[src/rtl/core/ptb_pkg.sv]
// shared types and codes for the pausable timer bank
package ptb_pkg;

   localparam int ACTION_W = 3;
   localparam int ID_W     = 3;
   localparam int COUNT_W  = 32;
   localparam int RUN_W    = 2;

   // action codes
   localparam logic [ACTION_W-1:0] ACT_TICK   = 3'd0;
   localparam logic [ACTION_W-1:0] ACT_START  = 3'd1;
   localparam logic [ACTION_W-1:0] ACT_PAUSE  = 3'd2;
   localparam logic [ACTION_W-1:0] ACT_RESUME = 3'd3;
   localparam logic [ACTION_W-1:0] ACT_SET    = 3'd4;
   localparam logic [ACTION_W-1:0] ACT_READ   = 3'd5;

   // timer run states
   localparam logic [RUN_W-1:0] RUN_STOPPED = 2'd0;
   localparam logic [RUN_W-1:0] RUN_RUNNING = 2'd1;
   localparam logic [RUN_W-1:0] RUN_PAUSED  = 2'd2;

   // one stored timer entry
   typedef struct packed {
      logic [RUN_W-1:0]   run;
      logic [COUNT_W-1:0] count;
   } entry_type;

   // controller states
   typedef enum logic [2:0] {
      S_IDLE,
      S_WALK,
      S_LOOK,
      S_APPLY,
      S_EMIT
   } state_type;

   // controller to datapath commands
   typedef struct packed {
      logic load;
      logic walk_step;
      logic id_read;
      logic apply;
      logic emit;
   } cmd_type;

   // datapath to controller status
   typedef struct packed {
      logic walk_busy;
      logic out_free;
   } status_type;

endpackage

[src/rtl/core/ptb_ram.sv]
// generic single write port ram with registered read
module ptb_ram #(
   parameter int WIDTH = 34,
   parameter int DEPTH = 8,
   localparam int AW = (DEPTH > 1) ? $clog2(DEPTH) : 1
) (
   input  logic             clock,
   input  logic             wr_en,
   input  logic [AW-1:0]    wr_addr,
   input  logic [WIDTH-1:0] wr_data,
   input  logic             rd_en,
   input  logic [AW-1:0]    rd_addr,
   output logic [WIDTH-1:0] rd_data
);

   logic [WIDTH-1:0] mem_ff [DEPTH];
   logic [WIDTH-1:0] rd_data_ff;

   // write port
   always_ff @(posedge clock) begin
      if (wr_en) begin
         mem_ff[wr_addr] <= wr_data;
      end
   end

   // registered read port
   always_ff @(posedge clock) begin
      if (rd_en) begin
         rd_data_ff <= mem_ff[rd_addr];
      end
   end

   assign rd_data = rd_data_ff;

endmodule

[src/rtl/core/ptb_ctrl.sv]
// controller state machine for the timer bank
module ptb_ctrl (
   input  logic                clock,
   input  logic                reset,
   input  logic                req_valid,
   output logic                req_stall,
   input  ptb_pkg::status_type status,
   output ptb_pkg::cmd_type    cmd
);

   ptb_pkg::state_type state_ff;
   ptb_pkg::state_type state_in;

   // state register
   always_ff @(posedge clock) begin
      if (reset) begin
         state_ff <= ptb_pkg::S_IDLE;
      end else begin
         state_ff <= state_in;
      end
   end

   // next state
   always_comb begin
      state_in = state_ff;
      unique case (state_ff)
         ptb_pkg::S_IDLE: begin
            if (req_valid) begin
               state_in = ptb_pkg::S_WALK;
            end
         end
         ptb_pkg::S_WALK: begin
            if (!status.walk_busy) begin
               state_in = ptb_pkg::S_LOOK;
            end
         end
         ptb_pkg::S_LOOK: begin
            state_in = ptb_pkg::S_APPLY;
         end
         ptb_pkg::S_APPLY: begin
            state_in = ptb_pkg::S_EMIT;
         end
         ptb_pkg::S_EMIT: begin
            if (status.out_free) begin
               state_in = ptb_pkg::S_IDLE;
            end
         end
         default: begin
            state_in = ptb_pkg::S_IDLE;
         end
      endcase
   end

   // command outputs
   always_comb begin
      cmd       = '0;
      req_stall = 1'b1;
      unique case (state_ff)
         ptb_pkg::S_IDLE: begin
            req_stall = 1'b0;
            cmd.load  = req_valid;
         end
         ptb_pkg::S_WALK: begin
            cmd.walk_step = 1'b1;
         end
         ptb_pkg::S_LOOK: begin
            cmd.id_read = 1'b1;
         end
         ptb_pkg::S_APPLY: begin
            cmd.apply = 1'b1;
         end
         ptb_pkg::S_EMIT: begin
            cmd.emit = status.out_free;
         end
         default: begin
            cmd = '0;
         end
      endcase
   end

endmodule

[src/rtl/core/ptb_dp.sv]
// datapath: timer store, tick walk, command update and result register
module ptb_dp #(
   parameter int NUM_TIMERS = 8
) (
   input  logic                                 clock,
   input  logic                                 reset,
   input  ptb_pkg::cmd_type                     cmd,
   output ptb_pkg::status_type                  status,
   input  logic [ptb_pkg::ACTION_W-1:0]         req_action,
   input  logic [ptb_pkg::ID_W-1:0]             req_timer_id,
   input  logic [ptb_pkg::COUNT_W-1:0]          req_new_count,
   output logic                                 rsp_valid,
   input  logic                                 rsp_stall,
   output logic [ptb_pkg::COUNT_W-1:0]          rsp_count_out,
   output logic [ptb_pkg::RUN_W-1:0]            rsp_run_state
);

   localparam int AW = (NUM_TIMERS > 1) ? $clog2(NUM_TIMERS) : 1;
   localparam int CW = $clog2(NUM_TIMERS + 1);
   localparam int EW = $bits(ptb_pkg::entry_type);

   // captured command
   logic [ptb_pkg::ACTION_W-1:0] act_ff;
   logic [ptb_pkg::ID_W-1:0]     id_ff;
   logic [ptb_pkg::COUNT_W-1:0]  new_ff;
   logic                         id_ok_ff;

   // tick walk
   logic [CW-1:0] walk_ff, walk_in;
   logic          pend_ff, pend_in;
   logic [AW-1:0] pend_addr_ff;
   logic          walk_done;

   // entries that hold a written value; others read as zero and stopped
   logic [NUM_TIMERS-1:0] valid_ff;

   // result and output registers
   ptb_pkg::entry_type res_ff, res_in;
   logic               rsp_valid_ff, rsp_valid_in;
   ptb_pkg::entry_type rsp_ff;

   // ram ports
   logic          wr_en, rd_en;
   logic [AW-1:0] wr_addr, rd_addr, id_addr;
   logic [EW-1:0] wr_data, rd_data;

   ptb_pkg::entry_type walk_cur, id_cur, id_new;
   logic               walk_inc;

   ptb_ram #(
      .WIDTH (EW),
      .DEPTH (NUM_TIMERS)
   ) u_ram (
      .clock   (clock),
      .wr_en   (wr_en),
      .wr_addr (wr_addr),
      .wr_data (wr_data),
      .rd_en   (rd_en),
      .rd_addr (rd_addr),
      .rd_data (rd_data)
   );

   assign id_addr   = AW'(id_ff);
   assign walk_done = (walk_ff == CW'(NUM_TIMERS));

   // command capture on input transfer
   always_ff @(posedge clock) begin
      if (cmd.load) begin
         act_ff   <= req_action;
         id_ff    <= req_timer_id;
         new_ff   <= req_new_count;
         id_ok_ff <= (32'(req_timer_id) < NUM_TIMERS);
      end
   end

   // walk counter: a tick visits every timer, other actions skip the walk
   always_comb begin
      walk_in = walk_ff;
      pend_in = 1'b0;
      if (cmd.load) begin
         walk_in = (req_action == ptb_pkg::ACT_TICK) ? '0 : CW'(NUM_TIMERS);
      end else if (cmd.walk_step && !walk_done) begin
         walk_in = walk_ff + 1'b1;
         pend_in = 1'b1;
      end
   end

   always_ff @(posedge clock) begin
      if (reset) begin
         walk_ff <= CW'(NUM_TIMERS);
         pend_ff <= 1'b0;
      end else begin
         walk_ff <= walk_in;
         pend_ff <= pend_in;
      end
   end

   always_ff @(posedge clock) begin
      if (pend_in) begin
         pend_addr_ff <= walk_ff[AW-1:0];
      end
   end

   // read data of the walk read issued last cycle
   assign walk_cur = valid_ff[pend_addr_ff] ? ptb_pkg::entry_type'(rd_data) : '0;
   assign walk_inc = pend_ff && (walk_cur.run == ptb_pkg::RUN_RUNNING);

   // addressed entry and its update
   always_comb begin
      id_cur = (id_ok_ff && valid_ff[id_addr]) ? ptb_pkg::entry_type'(rd_data) : '0;
      id_new = id_cur;
      case (act_ff)
         ptb_pkg::ACT_START: begin
            id_new.count = '0;
            id_new.run   = ptb_pkg::RUN_RUNNING;
         end
         ptb_pkg::ACT_PAUSE: begin
            if (id_cur.run == ptb_pkg::RUN_RUNNING) begin
               id_new.run = ptb_pkg::RUN_PAUSED;
            end
         end
         ptb_pkg::ACT_RESUME: begin
            if (id_cur.run == ptb_pkg::RUN_PAUSED) begin
               id_new.run = ptb_pkg::RUN_RUNNING;
            end
         end
         ptb_pkg::ACT_SET: begin
            id_new.count = new_ff;
         end
         default: begin
            id_new = id_cur;
         end
      endcase
   end

   // ram access mux
   always_comb begin
      rd_en   = (cmd.walk_step && !walk_done) || (cmd.id_read && id_ok_ff);
      rd_addr = cmd.id_read ? id_addr : walk_ff[AW-1:0];
      wr_en   = 1'b0;
      wr_addr = pend_addr_ff;
      wr_data = EW'(walk_cur);
      if (walk_inc) begin
         wr_en   = 1'b1;
         wr_data = EW'({walk_cur.run, walk_cur.count + 1'b1});
      end else if (cmd.apply && id_ok_ff) begin
         wr_en   = 1'b1;
         wr_addr = id_addr;
         wr_data = EW'(id_new);
      end
   end

   // valid bits
   always_ff @(posedge clock) begin
      if (reset) begin
         valid_ff <= '0;
      end else if (wr_en) begin
         valid_ff[wr_addr] <= 1'b1;
      end
   end

   // held result; an unknown timer reports zero
   assign res_in = id_ok_ff ? id_new : '0;

   always_ff @(posedge clock) begin
      if (cmd.apply) begin
         res_ff <= res_in;
      end
   end

   // output register
   always_comb begin
      rsp_valid_in = rsp_valid_ff;
      if (cmd.emit) begin
         rsp_valid_in = 1'b1;
      end else if (!rsp_stall) begin
         rsp_valid_in = 1'b0;
      end
   end

   always_ff @(posedge clock) begin
      if (reset) begin
         rsp_valid_ff <= 1'b0;
      end else begin
         rsp_valid_ff <= rsp_valid_in;
      end
   end

   always_ff @(posedge clock) begin
      if (cmd.emit) begin
         rsp_ff <= res_ff;
      end
   end

   assign status.walk_busy = !walk_done || pend_ff;
   assign status.out_free  = !rsp_valid_ff || !rsp_stall;

   assign rsp_valid     = rsp_valid_ff;
   assign rsp_count_out = rsp_ff.count;
   assign rsp_run_state = rsp_ff.run;

endmodule

[src/rtl/core/pausable_timer_bank_core.sv]
// top level of the pausable timer bank
//
//   channel  dir  handshake            payload
//   req      in   req_valid/req_stall  req_action, req_timer_id, req_new_count
//   rsp      out  rsp_valid/rsp_stall  rsp_count_out, rsp_run_state
//
// a command (start, pause, resume, set, read) passes the walk, look, apply and emit
// states before the next free input slot; a tick also walks the bank, since the walk reads one
// timer per cycle, writes it back in the following cycle and waits for the last write-back.
// reset clears the per-timer valid bits at once, so no clearing pass is run.
// the input is stalled while an item is in work; a stalled output holds
// its result and the block waits for it to be taken before emitting the next result.
module pausable_timer_bank_core #(
   parameter int NUM_TIMERS = 8
) (
   input  logic                         clock,
   input  logic                         reset,
   input  logic                         req_valid,
   output logic                         req_stall,
   input  logic [ptb_pkg::ACTION_W-1:0] req_action,
   input  logic [ptb_pkg::ID_W-1:0]     req_timer_id,
   input  logic [ptb_pkg::COUNT_W-1:0]  req_new_count,
   output logic                         rsp_valid,
   input  logic                         rsp_stall,
   output logic [ptb_pkg::COUNT_W-1:0]  rsp_count_out,
   output logic [ptb_pkg::RUN_W-1:0]    rsp_run_state
);

   ptb_pkg::cmd_type    cmd;
   ptb_pkg::status_type status;

   // sequencing
   ptb_ctrl u_ctrl (
      .clock     (clock),
      .reset     (reset),
      .req_valid (req_valid),
      .req_stall (req_stall),
      .status    (status),
      .cmd       (cmd)
   );

   // timer store and result path
   ptb_dp #(
      .NUM_TIMERS (NUM_TIMERS)
   ) u_dp (
      .clock         (clock),
      .reset         (reset),
      .cmd           (cmd),
      .status        (status),
      .req_action    (req_action),
      .req_timer_id  (req_timer_id),
      .req_new_count (req_new_count),
      .rsp_valid     (rsp_valid),
      .rsp_stall     (rsp_stall),
      .rsp_count_out (rsp_count_out),
      .rsp_run_state (rsp_run_state)
   );

endmodule

[config.mk]
export PLATFORM = sky130hd
export DESIGN_NAME = pausable_timer_bank_core
export DESIGN_NICKNAME = d
export VERILOG_FILES = /design/src/rtl/core/ptb_pkg.sv /design/src/rtl/core/ptb_ram.sv /design/src/rtl/core/ptb_ctrl.sv /design/src/rtl/core/ptb_dp.sv /design/src/rtl/core/pausable_timer_bank_core.sv
export SDC_FILE = /design/constraint.sdc
export NUM_CORES = 1
export LEC_CHECK = 0
export ABC_AREA = 1
export BUFFER_PORTS_ARGS = -buffer_cell sky130_fd_sc_hd__buf_2
export CORE_MARGIN = 8
export CORE_UTILIZATION = 30
export DETAILED_ROUTE_END_ITERATION = 10
export PLACE_DENSITY_LB_ADDON = 0.12
export SYNTH_ARGS = -nofsm -noshare
export SYNTH_HDL_FRONTEND = slang
export SYNTH_SLANG_ARGS = --single-unit
[constraint.sdc]
create_clock -name clock -period 4.8 [get_ports clock]
set_clock_uncertainty 0.1 [all_clocks]
set_input_delay 0.96 -clock clock [delete_from_list [all_inputs] [get_ports clock]]
set_output_delay 0.96 -clock clock [all_outputs]
set_load 0.01 [all_outputs]
==> results of run 1 <==
cells in the mapped netlist (all sizes together) (25+ instances only):
cell type  instances
a31oi             34
buf               26
clkbuf            48
edfxtp           415
inv              101
nand2            194
nand3             62
nor2             195
o21ai            172
o21bai            68
o22ai             35
o31ai             25
power by group:
part / switching [mW] / leakage, nW / internal (mW)
sequential: 0.140 / 3.95 / 4.46
combinational: 1.02 / 2.67 / 0.369
clock: 1.45 / 0.679 / 1.92
per-layer routing:
metal / share of wire (%) / GRT usage, %
met1: 48 / 20.59
met2: 45 / 23.02
met3: 4.7 / 2.074
met4: 2.6 / 4.757
met5: 0 / 0
final cells by class:
| type | count | area [µm²] | share of cell area, % |
|---|---|---|---|
| Sequential cell | 432 | 12800 | 61.16 |
| Multi-Input combinational cell | 882 | 4710 | 22.50 |
| Clock buffer | 61 | 1239 | 5.918 |
| Tap cell | 782 | 978.4 | 4.674 |
| Timing Repair Buffer | 108 | 668.1 | 3.192 |
| Inverter | 101 | 380.4 | 1.817 |
| Clock inverter | 23 | 155.1 | 0.7412 |
worst paths after layout:
| path | start | to | slack (ns) | depth (start not counted) |
|---|---|---|---|---|
| worst max register to register | u_dp.pend_addr_ff[0] | u_dp.u_ram.mem_ff[5][20] | 1.45 | 15 |
| worst max-delay path | u_dp.pend_addr_ff[0] | u_dp.u_ram.mem_ff[5][20] | 1.45 | 15 |
| worst min register to register | u_dp.res_ff[25] | u_dp.rsp_count_out[25] | 0.32 | 0 |
| worst min-delay path | u_dp.res_ff[25] | u_dp.rsp_count_out[25] | 0.32 | 0 |
critical path, cell delays in order (launching register included):
cell and delay, ns:
edfxtp_1 0.50, inv_2 0.09, nand2_1 0.08, nand3_1 0.10, nand3_4 0.11, nand2_4 0.17, nor2_1 0.19, ha_1 0.22
nand2_1 0.09, nor2_2 0.18, nand3_2 0.21, nor2_4 0.17, nand2_1 0.09, nand2_1 0.07, nand2_1 0.05, o21ai_1 0.61
per-stage QoR:
step	area [µm²]	total power, mW
2_1_floorplan	18150	5.504
3_3_place_gp	19540	6.080
3_5_place_dp	19540	6.079
4_1_cts	20930	9.478
5_1_grt	20930	9.761
6_report	20930	9.358
sequential cells by signal, indices dropped and copies added (netlist names), 3 cells and up:
name and flops:
u_dp.new_ff 32, u_dp.pend_addr_ff 3, u_ctrl.state_ff 3, u_dp.valid_ff 8
u_dp.act_ff 3, u_dp.u_ram.mem_ff 272, u_dp.res_ff 34, u_dp.rsp_count_out 32
u_dp.walk_ff 4, u_dp.u_ram.rd_data 34, u_dp.id_addr 3
cell families (layout without fill, tap and decap cells):
family | Yosys count | after routing
and+or+nand+nor | 484 | 484
adders and majority gates | 3 | 3
buffers and inverters | 175 | 293
AOI/OAI and AO/OA | 388 | 388
DFF | 432 | 432
xor gates and xnor gates | 7 | 7
==> flow_metrics.py, run 1 <==
metrics = {
    "outcome": {
        "status": "completed",
    },
    "timing": {
        "period_share_pct": 69.76,
        "setup_viol": 0,
        "worst_pin_slew_ns": 1.271,
        "hold_violations": 0,
        "tns_ns": 0,
        "slew-limit-headroom_pct": 14.55,
        "drv_slew": 0,
        "fin_ws_ns": 1.452,
        "min_period_ns": 3.348,
        "timing.hold.ws_ns": 0.3169,
        "rsz0062_at_grt": "false",
        "fmaxAchievable_mhz": 298.7,
    },
    "synth": {
        "synth_xor_area_share_pct": 0.3378,
        "synth_compound_area_share_pct": 13.17,
        "synth_cell_types": 41,
        "synth-edff-count": 415,
        "netlist_instances": 1489,
        "yosys.area_share.simple_pct": 11.80,
        "synth_top_flop_cell": "edfxtp_1",
        "synth_fa_ha_area_share_pct": 0.2068,
        "synth_top_family_by_area": "compound AO/OA/AOI/OAI gates",
        "ys_async_sr_fraction_pct": 0,
        "postSynthAreaPerCell_um2": 12.19,
        "synth_warnings": 0,
        "ys_seq_area_share_pct": 70.54,
        "yosys-mux-area-fraction_pct": 0,
        "synth_area_um2": 18150,
        "ys_seq_elements": 432,
        "synth_nets": 1534,
        "synth_top_area_share_pct": 68.66,
        "synth.largest_area_cell": "edfxtp_1",
        "synth_area_leaders": "edfxtp_1 (69%), o21ai_0 (4.2%), nand2_1 (3.8%)",
    },
    "power": {
        "p_leak_nw": 7.297,
        "peakVddDrop_mv": 0.2169,
        "p_per_area_nw_per_um2": 447.0,
    },
    "floorplanning": {
        "fp.coreArea_um2": 60130,
        "dieArea_um2": 68630,
        "initial_core_util_pct": 30.18,
        "die_w_um": 262.0,
        "io_pins": 78,
        "die_y_um": 262.0,
        "placementRows": 90,
    },
    "cts": {
        "clkLatencyLatePin_ns": 0.58,
        "cts.path.max_buffers": 3,
        "path_clk_slew_ns": 0.06,
        "cts_resized": 0,
        "cts_made_buffers": 47,
        "htreeDepth": 2,
        "cts_setup_buffers": 0,
        "clock-root-buffer": "clkbuf_16",
        "clock_sinks": 432,
        "cts_tree": "done",
        "cts_hold_buf": 0,
    },
    "layout": {
        "drive_gt1_share_pct": 13.50,
        "area_growth_pct": 15.33,
        "nets": 1617,
        "final_cell_mix": "edfxtp_1 (415), nand2_1 (185), nor2_1 (175), o21ai_0 (151), inv_1 (91)",
        "layout_commonest_cell": "edfxtp_1",
        "n_antenna_cell": 0,
        "nFillCells": 5943,
        "final_cells": 2389,
        "postLayoutCoreUtil_pct": 34.81,
    },
    "worst_setup_path": {
        "cp.arrival_ns": 3.51,
        "cp-start-kind": "register",
        "critPathMaxFanout": 19,
        "crit_required_ns": 4.96,
        "critPathKind": "reg -> reg",
        "end_kind": "register",
    },
    "drt": {
        "ant_nets": 0,
        "vias": 11830,
        "drc": 0,
        "drtIter0Drc": 821,
        "wire_per_inst_um": 21.28,
        "drt-total-wl_mm": 50.83,
        "first_pass_iters": 7,
        "vias_per_cell": 4.951,
    },
    "worst_hold_path": {
        "worstHoldPathType": "reg -> reg",
    },
    "global_routing": {
        "grt_pass1_vias": 11580,
        "antenna_found_initial": 1,
        "grt_pass1_wl_mm": 75.74,
        "grt_max_degree": 99,
        "overflow": 0,
        "track_usage_pct": 14.59,
    },
    "placement": {
        "dp.cells": 2305,
        "place.gp.congestion": 0.8846,
        "preCtsSetupSlack_ns": 1.425,
        "hpwl_mm": 31.93,
        "io_buffers": 77,
    },
    "job": {
        "drv_cap": 0,
    },
}
No activity file was read; power rests on OpenSTA's default activity.
==> run 2: changes to the inputs <==
==> constraint.sdc (replaced) <==
create_clock -name clock -period 2.8 [get_ports clock]
set_clock_uncertainty 0.1 [all_clocks]
set_input_delay 0.56 -clock clock [delete_from_list [all_inputs] [get_ports clock]]
set_output_delay 0.56 -clock clock [all_outputs]
set_load 0.01 [all_outputs]
==> flow_metrics.py, run 2 (synthesized netlist as in run 1, its figures left out) <==
metrics = {
    "worst_setup_path": {
        "crit_path_end": "u_dp.u_ram.mem_ff[5][29]",
        "regToRegEndpoint": "u_dp.u_ram.mem_ff[5][29]",
        "critPathMaxFanout": 18,
        "crit_slowest_cell": "edfxtp_1",
        "critPathKind": "reg -> reg",
        "crit_start": "u_dp.pend_addr_ff[0]",
        "rrSetupSlack_ns": 0.11,
        "path_cells": "nand2_1, nand3_1, nand3_4, nand2_4, buf_4, nor2_4, nand2_4, nand2_1, o21ai_2, nor2_4, nand3_1, clkinvlp_4, buf_12",
        "crit_required_ns": 2.98,
        "slowest_delay_ns": 0.48,
        "timing.rr.start": "u_dp.pend_addr_ff[0]",
        "cp-start-kind": "register",
        "r2r.worst_path.cells": 13,
        "end_kind": "register",
        "cp.arrival_ns": 2.87,
    },
    "timing": {
        "setup_viol": 0,
        "fmaxAchievable_mhz": 371.4,
        "rsz0062_at_grt": "true",
        "timing.hold.ws_ns": 0.04968,
        "fin_ws_ns": 0.1075,
        "min_period_ns": 2.693,
        "hold_violations": 0,
        "slew-limit-headroom_pct": 66.85,
        "drv_slew": 0,
        "worst_pin_slew_ns": 0.4930,
        "tns_ns": 0,
        "period_share_pct": 96.16,
    },
    "drt": {
        "vias": 12000,
        "drtIter0Drc": 835,
        "ant_nets": 0,
        "vias_per_cell": 4.851,
        "drc": 0,
        "first_pass_iters": 6,
        "drt-total-wl_mm": 51.98,
        "wire_per_inst_um": 21.01,
    },
    "floorplanning": {
        "dieArea_um2": 68630,
        "fp.coreArea_um2": 60130,
        "initial_core_util_pct": 30.18,
        "die_y_um": 262.0,
        "die_w_um": 262.0,
        "io_pins": 78,
        "placementRows": 90,
    },
    "power": {
        "peakVddDrop_mv": 0.3697,
        "p_switching_mw": 4.505,
        "p_per_area_nw_per_um2": 736.9,
        "p_leak_nw": 7.870,
        "intPower_mw": 11.85,
        "power_mw": 16.36,
        "pwr-share-comb_pct": 16.3,
        "switching_share_pct": 27.54,
        "clock_power_share_pct": 35.4,
        "seq_power_share_pct": 48.3,
    },
    "layout": {
        "regMostFlops": "u_dp.u_ram.mem_ff",
        "layout_commonest_cell": "edfxtp_1",
        "n_antenna_cell": 0,
        "postLayoutCoreUtil_pct": 36.92,
        "final_cells": 2474,
        "nets": 1702,
        "design_area_um2": 22200,
        "drive_gt1_share_pct": 20.09,
        "area_growth_pct": 22.33,
        "largest_reg_flops": 272,
        "final_cell_mix": "edfxtp_1 (415), nand2_1 (171), nor2_1 (167), o21ai_0 (149), inv_1 (88)",
    },
    "global_routing": {
        "overflow": 0,
        "antenna_found_initial": 0,
        "track_usage_pct": 14.93,
        "grt_pass1_wl_mm": 77.13,
        "grt_pass1_vias": 12000,
        "grt_max_degree": 84,
    },
    "placement": {
        "io_buffers": 77,
        "place.gp.congestion": 0.8273,
        "hpwl_mm": 33.97,
        "preCtsSetupSlack_ns": -0.1791,
        "placed_area_um2": 20480,
        "dp.cells": 2381,
    },
    "worst_hold_path": {
        "worstHoldPathType": "in -> reg",
    },
    "cts": {
        "clock-root-buffer": "clkbuf_16",
        "clkLatencyLatePin_ns": 0.59,
        "clock_sinks": 432,
        "cts_made_buffers": 47,
        "cts_hold_buf": 0,
        "path_clk_slew_ns": 0.06,
        "cts.path.max_buffers": 3,
        "cts_tree": "done",
        "htreeDepth": 2,
    },
    "outcome": {
        "status": "completed",
    },
    "job": {
        "drv_cap": 0,
    },
}
==> run 2: cell type report <==
cell class | instances | area [µm²]
Inverter | 101 | 401.6
Clock buffer | 70 | 1284
Sequential cell | 432 | 12800
Timing Repair Buffer | 193 | 1742
Clock inverter | 14 | 128.9
Tap cell | 782 | 978.4
Fill cell | 5877 | 37930
Multi-Input combinational cell | 882 | 4865
==> run 2: worst min path at each step <==
stage | slack [ns] | depth (start not counted) | from | endpoint
after global placement | 0.30 | 0 | u_dp.res_ff[28] | u_dp.rsp_count_out[28]
after floorplan | 0.30 | 0 | u_dp.res_ff[0] | u_dp.rsp_count_out[0]
after detailed placement | 0.30 | 0 | u_dp.res_ff[0] | u_dp.rsp_count_out[0]
after CTS | 0.01 | 1 | req_new_count[21] | u_dp.new_ff[21]
after global routing | 0.02 | 1 | req_new_count[29] | u_dp.new_ff[29]
final | 0.05 | 1 | req_new_count[21] | u_dp.new_ff[21]
==> run 2: power by group through the flow <==
stage,registers [mW],logic (mW),clock network (mW)
global placement,8.03,2.63,0
global route,7.92,2.97,6.24
finish,7.89,2.67,5.80
detailed placement,8.02,2.65,0
CTS,7.89,2.67,5.99
floorplan,7.89,1.56,0
==> run 2: repair_timing <==
item | CTS | global route
resized for setup | 13 | 36
endpoints found under the setup margin | 119 | 414
hold endpoints to repair | 0 | 0
buffers inserted | 2 | 5
gates cloned | 0 | 2
pin swaps | 0 | 7
==> run 2: critical path: cells and delay by family (launching register included) <==
kind	cells	cell delay [ns]
AND/OR/NAND/NOR	9	1.17
AO/OA/AOI/OAI	1	0.09
flip-flops	1	0.48
buffers and inverters	3	0.52
==> run 2: routing by layer <==
layer | global-route usage [%] | vias to the layer above | part of all wire, %
met5 | 0 | - | 0
met4 | 4.046 | 0 | 2.2
met3 | 2.477 | 67 | 4.4
met2 | 23.72 | 288 | 46
met1 | 21.02 | 5874 | 48
li1 | - | 5772 | -
